`src/rtl/nfpf_pkg.sv`:
```
// Package for the next pattern frame finder.
// Holds the parameter defaults, the configuration register layout and the
// flag struct that travels down the cell chain. No dependencies.
`default_nettype none

package nfpf_pkg;

   localparam int FIELD_BITS_DEF  = 32;
   localparam int CHUNK_BITS_DEF  = 4;
   localparam int CHUNK_COUNT_DEF = 8;

   localparam int CFG_WIDTH_BITS = 6;
   localparam logic [CFG_WIDTH_BITS-1:0] FIELD_WIDTH_RESET = 6'd32;

   // Result of the compare pass, handed from cell to cell.
   typedef struct packed {
      logic any_fixed;   // at least one fixed chunk lies inside the field
      logic diff;        // some fixed chunk differs from the point
      logic dir_up;      // the highest differing point chunk is above its value
   } scan_flags_type;

endpackage

`default_nettype wire

```
`src/rtl/nfpf_scan_cell.sv`:
```
// Compare cell of the next pattern frame finder: one chunk of the pattern.
// Updates the running compare flags and indexes for its chunk and hands the
// item to the next cell. Depends on nfpf_pkg.
`default_nettype none

module nfpf_scan_cell #(
   parameter int CHUNK_BITS = nfpf_pkg::CHUNK_BITS_DEF,
   parameter int CHUNK_COUNT = nfpf_pkg::CHUNK_COUNT_DEF,
   parameter int INDEX = 0,
   localparam int PadW = CHUNK_COUNT * CHUNK_BITS,
   localparam int IdxW = (CHUNK_COUNT > 1) ? $clog2(CHUNK_COUNT) : 1
) (
   input  wire logic                    clock,
   input  wire logic                    reset,
   input  wire logic                    in_valid,
   output logic                         in_ready,
   input  wire logic [PadW-1:0]         in_point,
   input  wire logic [CHUNK_COUNT-1:0]  in_mask,
   input  wire logic [PadW-1:0]         in_vals,
   input  wire nfpf_pkg::scan_flags_type in_flags,
   input  wire logic [IdxW-1:0]         in_diff_idx,
   input  wire logic [IdxW-1:0]         in_low_idx,
   output logic                         out_valid,
   input  wire logic                    out_ready,
   output logic [PadW-1:0]              out_point,
   output logic [CHUNK_COUNT-1:0]       out_mask,
   output logic [PadW-1:0]              out_vals,
   output nfpf_pkg::scan_flags_type     out_flags,
   output logic [IdxW-1:0]              out_diff_idx,
   output logic [IdxW-1:0]              out_low_idx
);
   import nfpf_pkg::*;

   localparam logic [IdxW-1:0] KIdx = IdxW'(INDEX);

   logic                   valid_ff, valid_in;
   logic                   load;
   logic [PadW-1:0]        point_ff, vals_ff;
   logic [CHUNK_COUNT-1:0] mask_ff;
   scan_flags_type         flags_ff, flags_in;
   logic [IdxW-1:0]        diff_idx_ff, diff_idx_in;
   logic [IdxW-1:0]        low_idx_ff, low_idx_in;
   logic [CHUNK_BITS-1:0]  pc, vc;

   assign in_ready = !valid_ff || out_ready;
   assign load     = in_valid && in_ready;
   assign valid_in = in_ready ? in_valid : valid_ff;

   assign pc = in_point[INDEX*CHUNK_BITS +: CHUNK_BITS];
   assign vc = in_vals[INDEX*CHUNK_BITS +: CHUNK_BITS];

   // Cells run from the lowest chunk up, so a higher difference overrides a
   // lower one and the first fixed chunk seen is the lowest.
   always_comb begin
      flags_in    = in_flags;
      diff_idx_in = in_diff_idx;
      low_idx_in  = in_low_idx;
      if (in_mask[INDEX]) begin
         if (!in_flags.any_fixed) begin
            low_idx_in = KIdx;
         end
         flags_in.any_fixed = 1'b1;
         if (pc != vc) begin
            flags_in.diff   = 1'b1;
            flags_in.dir_up = (pc > vc);
            diff_idx_in     = KIdx;
         end
      end
   end

   always_ff @(posedge clock) begin
      if (reset) begin
         valid_ff <= 1'b0;
      end else begin
         valid_ff <= valid_in;
      end
   end

   always_ff @(posedge clock) begin
      if (load) begin
         point_ff    <= in_point;
         mask_ff     <= in_mask;
         vals_ff     <= in_vals;
         flags_ff    <= flags_in;
         diff_idx_ff <= diff_idx_in;
         low_idx_ff  <= low_idx_in;
      end
   end

   assign out_valid    = valid_ff;
   assign out_point    = point_ff;
   assign out_mask     = mask_ff;
   assign out_vals     = vals_ff;
   assign out_flags    = flags_ff;
   assign out_diff_idx = diff_idx_ff;
   assign out_low_idx  = low_idx_ff;

endmodule

`default_nettype wire

```
`src/rtl/nfpf_build_cell.sv`:
```
// Build cell of the next pattern frame finder: one chunk of the result.
// Writes its chunk of the frame and passes the increment carry upward.
// Depends on nfpf_pkg.
`default_nettype none

module nfpf_build_cell #(
   parameter int CHUNK_BITS = nfpf_pkg::CHUNK_BITS_DEF,
   parameter int CHUNK_COUNT = nfpf_pkg::CHUNK_COUNT_DEF,
   parameter int INDEX = 0,
   localparam int PadW = CHUNK_COUNT * CHUNK_BITS,
   localparam int IdxW = (CHUNK_COUNT > 1) ? $clog2(CHUNK_COUNT) : 1
) (
   input  wire logic                    clock,
   input  wire logic                    reset,
   input  wire logic                    active,
   input  wire logic                    in_valid,
   output logic                         in_ready,
   input  wire logic [PadW-1:0]         in_point,
   input  wire logic [CHUNK_COUNT-1:0]  in_mask,
   input  wire logic [PadW-1:0]         in_vals,
   input  wire nfpf_pkg::scan_flags_type in_flags,
   input  wire logic [IdxW-1:0]         in_diff_idx,
   input  wire logic [IdxW-1:0]         in_low_idx,
   input  wire logic [PadW-1:0]         in_frame,
   input  wire logic                    in_carry,
   output logic                         out_valid,
   input  wire logic                    out_ready,
   output logic [PadW-1:0]              out_point,
   output logic [CHUNK_COUNT-1:0]       out_mask,
   output logic [PadW-1:0]              out_vals,
   output nfpf_pkg::scan_flags_type     out_flags,
   output logic [IdxW-1:0]              out_diff_idx,
   output logic [IdxW-1:0]              out_low_idx,
   output logic [PadW-1:0]              out_frame,
   output logic                         out_carry
);
   import nfpf_pkg::*;

   localparam logic [IdxW-1:0] KIdx = IdxW'(INDEX);

   logic                   valid_ff, valid_in;
   logic                   load;
   logic [PadW-1:0]        point_ff, vals_ff, frame_ff, frame_in;
   logic [CHUNK_COUNT-1:0] mask_ff;
   scan_flags_type         flags_ff;
   logic [IdxW-1:0]        diff_idx_ff, low_idx_ff;
   logic                   carry_ff, carry_in;
   logic [CHUNK_BITS-1:0]  pc, vc, fc;
   logic                   fixed;

   assign in_ready = !valid_ff || out_ready;
   assign load     = in_valid && in_ready;
   assign valid_in = in_ready ? in_valid : valid_ff;

   assign pc    = in_point[INDEX*CHUNK_BITS +: CHUNK_BITS];
   assign vc    = in_vals[INDEX*CHUNK_BITS +: CHUNK_BITS];
   assign fixed = in_mask[INDEX];

   always_comb begin
      fc       = '0;
      carry_in = in_carry;
      if (!in_flags.any_fixed) begin
         fc = '0;
      end else if (!in_flags.diff) begin
         // The point lies in a frame: clear everything below the lowest fixed chunk.
         fc = (KIdx < in_low_idx) ? '0 : pc;
      end else if (KIdx < in_diff_idx) begin
         fc = fixed ? vc : '0;
      end else if (KIdx == in_diff_idx) begin
         fc = vc;
      end else if (!active) begin
         // Chunks outside the field stay zero and let the carry run out the top.
         fc = '0;
      end else if (fixed) begin
         fc = pc;
      end else if (in_carry) begin
         if (pc == {CHUNK_BITS{1'b1}}) begin
            fc = '0;
         end else begin
            fc       = pc + 1'b1;
            carry_in = 1'b0;
         end
      end else begin
         fc = pc;
      end
   end

   always_comb begin
      frame_in = in_frame;
      frame_in[INDEX*CHUNK_BITS +: CHUNK_BITS] = fc;
   end

   always_ff @(posedge clock) begin
      if (reset) begin
         valid_ff <= 1'b0;
      end else begin
         valid_ff <= valid_in;
      end
   end

   always_ff @(posedge clock) begin
      if (load) begin
         point_ff    <= in_point;
         mask_ff     <= in_mask;
         vals_ff     <= in_vals;
         flags_ff    <= in_flags;
         diff_idx_ff <= in_diff_idx;
         low_idx_ff  <= in_low_idx;
         frame_ff    <= frame_in;
         carry_ff    <= carry_in;
      end
   end

   assign out_valid    = valid_ff;
   assign out_point    = point_ff;
   assign out_mask     = mask_ff;
   assign out_vals     = vals_ff;
   assign out_flags    = flags_ff;
   assign out_diff_idx = diff_idx_ff;
   assign out_low_idx  = low_idx_ff;
   assign out_frame    = frame_ff;
   assign out_carry    = carry_ff;

endmodule

`default_nettype wire

```
`src/rtl/next_pattern_frame_finder.sv`:
```
// Next pattern frame finder: top level with the field width register.
// Instantiates the chains of nfpf_scan_cell and nfpf_build_cell; uses nfpf_pkg.
//
// Usage:
//   An item enters on the req_ channel (point, fixed chunk mask, fixed chunk
//   values) and leaves on the rsp_ channel (frame base, found), both valid and
//   ready. Each item first passes a row of CHUNK_COUNT compare cells, lowest
//   chunk first, then a row of CHUNK_COUNT build cells that write the frame one
//   chunk per cell and ripple the increment carry upward, then an output
//   register.
//   One item is accepted per cycle while rsp_ready holds; every cell is a
//   stage of its own, so throughput is one item per cycle when not stalled.
//   When the receiver stalls, items close up in the cells and input is still
//   taken until every stage is full; an item waiting at the output holds.
//   The csr_ channel writes the field width; it is always ready and should
//   be written only while no item is in flight.
//   Reset empties all stages and sets the field width to 32.
`default_nettype none

module next_pattern_frame_finder #(
   parameter int FIELD_BITS = nfpf_pkg::FIELD_BITS_DEF,
   parameter int CHUNK_BITS = nfpf_pkg::CHUNK_BITS_DEF,
   parameter int CHUNK_COUNT = nfpf_pkg::CHUNK_COUNT_DEF
) (
   input  wire logic                                clock,
   input  wire logic                                reset,
   input  wire logic                                csr_valid,
   output logic                                     csr_ready,
   input  wire logic [nfpf_pkg::CFG_WIDTH_BITS-1:0] csr_field_width,
   input  wire logic                                req_valid,
   output logic                                     req_ready,
   input  wire logic [FIELD_BITS-1:0]               req_point,
   input  wire logic [CHUNK_COUNT-1:0]              req_fixed_chunk_mask,
   input  wire logic [FIELD_BITS-1:0]               req_fixed_chunk_values,
   output logic                                     rsp_valid,
   input  wire logic                                rsp_ready,
   output logic [FIELD_BITS-1:0]                    rsp_frame_base,
   output logic                                     rsp_found
);
   import nfpf_pkg::*;

   localparam int PadW = CHUNK_COUNT * CHUNK_BITS;
   localparam int IdxW = (CHUNK_COUNT > 1) ? $clog2(CHUNK_COUNT) : 1;

   logic [CFG_WIDTH_BITS-1:0] field_width_ff;
   logic [CHUNK_COUNT-1:0]    active;
   logic [PadW-1:0]           act_bits;

   // Scan chain links, index 0 is the block input.
   logic                   s_valid    [CHUNK_COUNT+1];
   logic                   s_ready    [CHUNK_COUNT+1];
   logic [PadW-1:0]        s_point    [CHUNK_COUNT+1];
   logic [CHUNK_COUNT-1:0] s_mask     [CHUNK_COUNT+1];
   logic [PadW-1:0]        s_vals     [CHUNK_COUNT+1];
   scan_flags_type         s_flags    [CHUNK_COUNT+1];
   logic [IdxW-1:0]        s_diff_idx [CHUNK_COUNT+1];
   logic [IdxW-1:0]        s_low_idx  [CHUNK_COUNT+1];

   // Build chain links, index 0 is the end of the scan chain.
   logic                   b_valid    [CHUNK_COUNT+1];
   logic                   b_ready    [CHUNK_COUNT+1];
   logic [PadW-1:0]        b_point    [CHUNK_COUNT+1];
   logic [CHUNK_COUNT-1:0] b_mask     [CHUNK_COUNT+1];
   logic [PadW-1:0]        b_vals     [CHUNK_COUNT+1];
   scan_flags_type         b_flags    [CHUNK_COUNT+1];
   logic [IdxW-1:0]        b_diff_idx [CHUNK_COUNT+1];
   logic [IdxW-1:0]        b_low_idx  [CHUNK_COUNT+1];
   logic [PadW-1:0]        b_frame    [CHUNK_COUNT+1];
   logic                   b_carry    [CHUNK_COUNT+1];

   logic                  rsp_valid_ff, rsp_valid_in;
   logic                  rsp_found_ff, rsp_found_in;
   logic [PadW-1:0]       rsp_frame_ff, rsp_frame_in;
   logic                  rsp_load;

   // Field width register.
   assign csr_ready = 1'b1;

   always_ff @(posedge clock) begin
      if (reset) begin
         field_width_ff <= FIELD_WIDTH_RESET;
      end else if (csr_valid && csr_ready) begin
         field_width_ff <= csr_field_width;
      end
   end

   // A chunk is in use when it fits both the programmed width and the field.
   for (genvar k = 0; k < CHUNK_COUNT; k++) begin : g_active
      localparam int Lim = (k + 1) * CHUNK_BITS;
      localparam bit Fits = (Lim <= FIELD_BITS);
      assign active[k] = Fits && (32'(field_width_ff) >= 32'(Lim));
      assign act_bits[k*CHUNK_BITS +: CHUNK_BITS] = {CHUNK_BITS{active[k]}};
   end

   // Chain input.
   assign s_valid[0]    = req_valid;
   assign req_ready     = s_ready[0];
   assign s_point[0]    = PadW'(req_point) & act_bits;
   assign s_mask[0]     = req_fixed_chunk_mask & active;
   assign s_vals[0]     = PadW'(req_fixed_chunk_values);
   assign s_flags[0]    = '0;
   assign s_diff_idx[0] = '0;
   assign s_low_idx[0]  = '0;

   for (genvar k = 0; k < CHUNK_COUNT; k++) begin : g_scan
      nfpf_scan_cell #(
         .CHUNK_BITS  (CHUNK_BITS),
         .CHUNK_COUNT (CHUNK_COUNT),
         .INDEX       (k)
      ) u_cell (
         .clock        (clock),
         .reset        (reset),
         .in_valid     (s_valid[k]),
         .in_ready     (s_ready[k]),
         .in_point     (s_point[k]),
         .in_mask      (s_mask[k]),
         .in_vals      (s_vals[k]),
         .in_flags     (s_flags[k]),
         .in_diff_idx  (s_diff_idx[k]),
         .in_low_idx   (s_low_idx[k]),
         .out_valid    (s_valid[k+1]),
         .out_ready    (s_ready[k+1]),
         .out_point    (s_point[k+1]),
         .out_mask     (s_mask[k+1]),
         .out_vals     (s_vals[k+1]),
         .out_flags    (s_flags[k+1]),
         .out_diff_idx (s_diff_idx[k+1]),
         .out_low_idx  (s_low_idx[k+1])
      );
   end

   // Hand over to the build chain; the carry starts when the point is above.
   assign b_valid[0]          = s_valid[CHUNK_COUNT];
   assign s_ready[CHUNK_COUNT] = b_ready[0];
   assign b_point[0]          = s_point[CHUNK_COUNT];
   assign b_mask[0]           = s_mask[CHUNK_COUNT];
   assign b_vals[0]           = s_vals[CHUNK_COUNT];
   assign b_flags[0]          = s_flags[CHUNK_COUNT];
   assign b_diff_idx[0]       = s_diff_idx[CHUNK_COUNT];
   assign b_low_idx[0]        = s_low_idx[CHUNK_COUNT];
   assign b_frame[0]          = '0;
   assign b_carry[0]          = s_flags[CHUNK_COUNT].diff && s_flags[CHUNK_COUNT].dir_up;

   for (genvar k = 0; k < CHUNK_COUNT; k++) begin : g_build
      nfpf_build_cell #(
         .CHUNK_BITS  (CHUNK_BITS),
         .CHUNK_COUNT (CHUNK_COUNT),
         .INDEX       (k)
      ) u_cell (
         .clock        (clock),
         .reset        (reset),
         .active       (active[k]),
         .in_valid     (b_valid[k]),
         .in_ready     (b_ready[k]),
         .in_point     (b_point[k]),
         .in_mask      (b_mask[k]),
         .in_vals      (b_vals[k]),
         .in_flags     (b_flags[k]),
         .in_diff_idx  (b_diff_idx[k]),
         .in_low_idx   (b_low_idx[k]),
         .in_frame     (b_frame[k]),
         .in_carry     (b_carry[k]),
         .out_valid    (b_valid[k+1]),
         .out_ready    (b_ready[k+1]),
         .out_point    (b_point[k+1]),
         .out_mask     (b_mask[k+1]),
         .out_vals     (b_vals[k+1]),
         .out_flags    (b_flags[k+1]),
         .out_diff_idx (b_diff_idx[k+1]),
         .out_low_idx  (b_low_idx[k+1]),
         .out_frame    (b_frame[k+1]),
         .out_carry    (b_carry[k+1])
      );
   end

   // Output register. A carry that leaves the top chunk means no frame exists.
   assign b_ready[CHUNK_COUNT] = !rsp_valid_ff || rsp_ready;
   assign rsp_load             = b_valid[CHUNK_COUNT] && b_ready[CHUNK_COUNT];
   assign rsp_valid_in         = b_ready[CHUNK_COUNT] ? b_valid[CHUNK_COUNT] : rsp_valid_ff;
   assign rsp_found_in         = !(b_flags[CHUNK_COUNT].any_fixed && b_flags[CHUNK_COUNT].diff
                                   && b_carry[CHUNK_COUNT]);
   assign rsp_frame_in         = rsp_found_in ? b_frame[CHUNK_COUNT] : '0;

   always_ff @(posedge clock) begin
      if (reset) begin
         rsp_valid_ff <= 1'b0;
      end else begin
         rsp_valid_ff <= rsp_valid_in;
      end
   end

   always_ff @(posedge clock) begin
      if (rsp_load) begin
         rsp_found_ff <= rsp_found_in;
         rsp_frame_ff <= rsp_frame_in;
      end
   end

   assign rsp_valid      = rsp_valid_ff;
   assign rsp_found      = rsp_found_ff;
   assign rsp_frame_base = FIELD_BITS'(rsp_frame_ff);

`ifndef SYNTHESIS
   a_not_found_zero: assert property (@(posedge clock) disable iff (reset)
      rsp_valid && !rsp_found |-> rsp_frame_base == '0)
      else $error("item without a frame carries a nonzero frame base");

   a_empty_no_diff: assert property (@(posedge clock) disable iff (reset)
      s_valid[CHUNK_COUNT] && !s_flags[CHUNK_COUNT].any_fixed |-> !s_flags[CHUNK_COUNT].diff)
      else $error("difference flagged for a pattern with no fixed chunk");

   a_output_fills: assert property (@(posedge clock) disable iff (reset)
      b_valid[CHUNK_COUNT] && !rsp_valid_ff |=> rsp_valid_ff)
      else $error("finished item was not moved into the output register");

   a_empty_found: assert property (@(posedge clock) disable iff (reset)
      rsp_load && !b_flags[CHUNK_COUNT].any_fixed |=> rsp_found && rsp_frame_base == '0)
      else $error("empty pattern did not give frame zero");
`endif

endmodule

`default_nettype wire
```
`config.mk`:
```
export PLATFORM = sky130hd
export DESIGN_NAME = next_pattern_frame_finder
export DESIGN_NICKNAME = d
export VERILOG_FILES = /design/src/rtl/nfpf_pkg.sv /design/src/rtl/nfpf_scan_cell.sv /design/src/rtl/nfpf_build_cell.sv /design/src/rtl/next_pattern_frame_finder.sv
export SDC_FILE = /design/constraint.sdc
export NUM_CORES = 1
export LEC_CHECK = 0
export BUFFER_PORTS_ARGS = -buffer_cell sky130_fd_sc_hd__buf_2
export CAP_MARGIN = 25
export CORE_AREA = 2 2 229 343
export DETAILED_ROUTE_END_ITERATION = 8
export DIE_AREA = 0 0 231 345
export PLACE_DENSITY = 0.68
export SETUP_SLACK_MARGIN = 0.4
export SYNTH_ARGS = -nofsm -noshare
export SYNTH_HDL_FRONTEND = slang
export SYNTH_SLANG_ARGS = --single-unit
```
`constraint.sdc`:
```
create_clock -name clock -period 7.98 [get_ports clock]
set_input_delay 1.596 -clock clock [delete_from_list [all_inputs] [get_ports clock]]
set_output_delay 1.596 -clock clock [all_outputs]
set_load 0.03 [all_outputs]
```
==> flow_metrics.env <==
export IMPL_synth_distinct_cells=65
export IMPL_path_buf_inv=3
export IMPL_synth_edf_count=1125
export IMPL_cpMaxStageDelayCell="nor4_1"
export IMPL_drc_errors=0
export IMPL_die_h_microns=345
export IMPL_cts_htree_levels=3
export IMPL_placementRows=125
export IMPL_setup_viol=0
export IMPL_cp_data_arrival_time_ns=2.92
export IMPL_hp_class="register to register"
export IMPL_rsz0062_at_grt="false"
export IMPL_numCtsBuffers=97
export IMPL_yosysSeqAreaShare=0.8984
export IMPL_worst_pin_slew_ns=1.004
export IMPL_pwr_share_comb=0.010
export IMPL_worstPathMaxFanout=10
export IMPL_cts_max_path_buffers=3
export IMPL_placed_area_sq_um=40210
export IMPL_grt_pass1_vias=15488
export IMPL_cts_sinks=1146
export IMPL_vias=15172
export IMPL_p_int_mw=9.463
export IMPL_cts_hold_buf=0
export IMPL_power_density_nw_per_um2=265.4
export IMPL_r2r_slack_ns=5.32
export IMPL_drtIter0Drc=779
export IMPL_status="completed"
export IMPL_synthTopCellsByArea="edfxtp_1 (89%), ha_1 (1.3%), dfxtp_1 (1.1%)"
export IMPL_fmax_ghz=0.2213
export IMPL_crit_top_cell="buf_2"
export IMPL_syn_area_sq_um=38070
export IMPL_syn_area_per_cell_sq_um=21.43
export IMPL_grt_start_max_net_pins=82
export IMPL_maxCapViolCount=0
export IMPL_root_buffer="clkbuf_16"
export IMPL_grt_usage=0.1241
export IMPL_critPathKind="input port to output port"
export IMPL_seq_power_share=0.574
export IMPL_pin_count=119
export IMPL_critPathTopFamily="simple AND/OR/NAND/NOR gates"
export IMPL_swShare=0.1817
export IMPL_syn_num_nets=1899
export IMPL_synthArstFlopShare=0
export IMPL_hpwlAfterDp_mm=31.73
export IMPL_overflow=0
export IMPL_fin_area_sq_um=43570
export IMPL_area_growth_pct=14.44
export IMPL_die_x_microns=231
export IMPL_cts_tree="yes"
export IMPL_synth_top_area_frac=0.8873
export IMPL_yosys_warnings=0
export IMPL_synth_flop_cell="edfxtp_1"
export IMPL_cp_start_kind="input port"
export IMPL_synth_largest_area_cell="edfxtp_1"
export IMPL_ctsResizeCount=0
export IMPL_wl_per_cell_microns=15.57
export IMPL_nets=2121
export IMPL_insertion_delay_ns=0.66
export IMPL_io_buffer_count=115
export IMPL_cp_end_kind="output port"
export IMPL_antenna_found_initial=1
export IMPL_final_layout_size_suffix_gt1_frac=0.1527
export IMPL_grt_first_pass_wirelength_mm=78.11
export IMPL_die_area_sq_um=79700
export IMPL_path_clk_slew_ns=0.06
export IMPL_worstPathCellList="buf_2 -> nor2b_1 -> buf_4 -> nand4_4 -> nor4_1 -> nand3_1 -> buf_2"
export IMPL_skew_ns=0.02740
export IMPL_syn_inst=1777
export IMPL_first_pass_iters=5
export IMPL_antennaDiodeCount=0
export IMPL_switching_power_mw=2.101
export IMPL_peakVddDrop_mv=0.2074
export IMPL_routed_via_density=4.896
export IMPL_routed_wl_mm=48.27
export IMPL_antenna_left=0
export IMPL_synth_seq_cells=1146
export IMPL_slowest_delay_ns=0.34
export IMPL_fin_crit_ns=4.519
export IMPL_total_power_mw=11.56
export IMPL_max_slew_margin=0.3309
export IMPL_timing_final_crit_share=0.5663
export IMPL_netlist_top_cells_count="edfxtp_1 (1125), nand2_1 (70), and2_1 (60)"
export IMPL_yosysMostFrequentCell="edfxtp_1"
export IMPL_gp_congestion=0.8437
export IMPL_tns_ns=0
export IMPL_finalHoldViolCount=0
export IMPL_power_static_leakage_nw=14.32
export IMPL_slew_viol_final=0
export IMPL_core_sq_um=76950
export IMPL_cts_setup_buffers=0
export IMPL_start_util=0.4948
export IMPL_pwr_share_clk=0.416
export IMPL_worstPathRequired_ns=6.38
kinds of logic (layout without fill, tap and decap cells):
family / count (synthesis) / in the layout / synth area share
XOR/XNOR: 6 / 6 / 0.001380
other: 1 / 1 / 0.00009850
AO/OA/AOI/OAI: 169 / 169 / 0.02836
adder cells (fa/ha/maj): 39 / 39 / 0.01282
multiplexers: 9 / 9 / 0.002366
buffers and inverters: 68 / 374 / 0.006901
AND/OR/NAND/NOR: 339 / 339 / 0.04972
flip-flops: 1146 / 1146 / 0.8984
placed cells by master (no fill, tap or decap), drive strengths merged, types with 21 or more instances in the layout:
cell    netlist  layout
nand2b       43      43
nor2         40      40
clkbuf        9     125
ha           39      39
buf           4     136
nor2b        56      56
and2         60      60
nand2        70      70
inv          55      57
a21oi        55      55
clkinv        0      36
dfxtp        21      21
o21ai        37      37
edfxtp     1125    1125
registers in the layout, summed over array words and instances, names as in the netlist, 4 cells and up:
name and count:
g_scan.u_cell.out_point 256, g_scan.u_cell.out_diff_idx 17, g_build.u_cell.out_valid 8, rsp_frame_base 32, g_build.u_cell.out_flags 16, g_scan.u_cell.out_vals 256
field_width_ff 4, g_scan.u_cell.out_flags 23, g_build.u_cell.out_frame 144, g_scan.u_cell.out_mask 64, g_build.u_cell.out_low_idx 18, g_scan.u_cell.out_valid 8
g_build.u_cell.out_point 112, g_scan.u_cell.out_low_idx 17, g_build.u_cell.out_vals 112, g_build.u_cell.out_carry 8, g_build.u_cell.out_diff_idx 21, g_build.u_cell.out_mask 28
power groups by stage:
| stage | Sequential (mW) | Clock, mW | Combinational [mW] |
|---|---|---|---|
| after global routing | 6.64 | 5.18 | 0.129 |
| after floorplan | 6.76 | 0 | 0.0641 |
| after detailed placement | 6.77 | 0 | 0.116 |
| after global placement | 6.76 | 0 | 0.109 |
| final | 6.64 | 4.81 | 0.114 |
| after CTS | 6.64 | 4.95 | 0.117 |
stage by stage:
stage / utilization / std cells / setup WS, ns / hold slack [ns]
floorplan: - / 1777 / 1.311 / 0.4003
global placement: 0.5220 / 2913 / 3.453 / 0.4009
detailed placement: 0.5226 / 2916 / 3.462 / 0.4045
CTS: 0.5662 / 3099 / 3.451 / 0.4030
global route: 0.5662 / 3099 / 3.377 / 0.4147
finish: 0.5662 / 3099 / 3.461 / 0.4088
cell type report:
cell class	count	area, sq um
Fill cell	5609	33380
Timing Repair Buffer	136	758.2
Clock inverter	58	675.6
Clock buffer	125	2679
Inverter	55	206.4
Multi-Input combinational cell	563	3776
Sequential cell	1146	34200
Tap cell	1016	1271
final timing paths:
kind / from / endpoint / depth (start not counted)
worst max-delay path: rsp_ready / req_ready / 7
worst min-delay path: g_build[4].u_cell.out_mask[6] / g_build[5].u_cell.out_mask[6] / 0
worst max register to register: g_build[7].u_cell.out_valid / g_scan[3].u_cell.out_vals[11] / 6
worst min register to register: g_build[4].u_cell.out_mask[6] / g_build[5].u_cell.out_mask[6] / 0
layer usage:
metal	track usage	vias to the layer above	part of all wire
met4	0.05793	0	0.035
met1	0.1249	7355	0.35
met3	0.02700	120	0.046
met5	0	-	0
met2	0.2387	348	0.57
li1	-	7349	-
(Power assumes the default switching activity.)
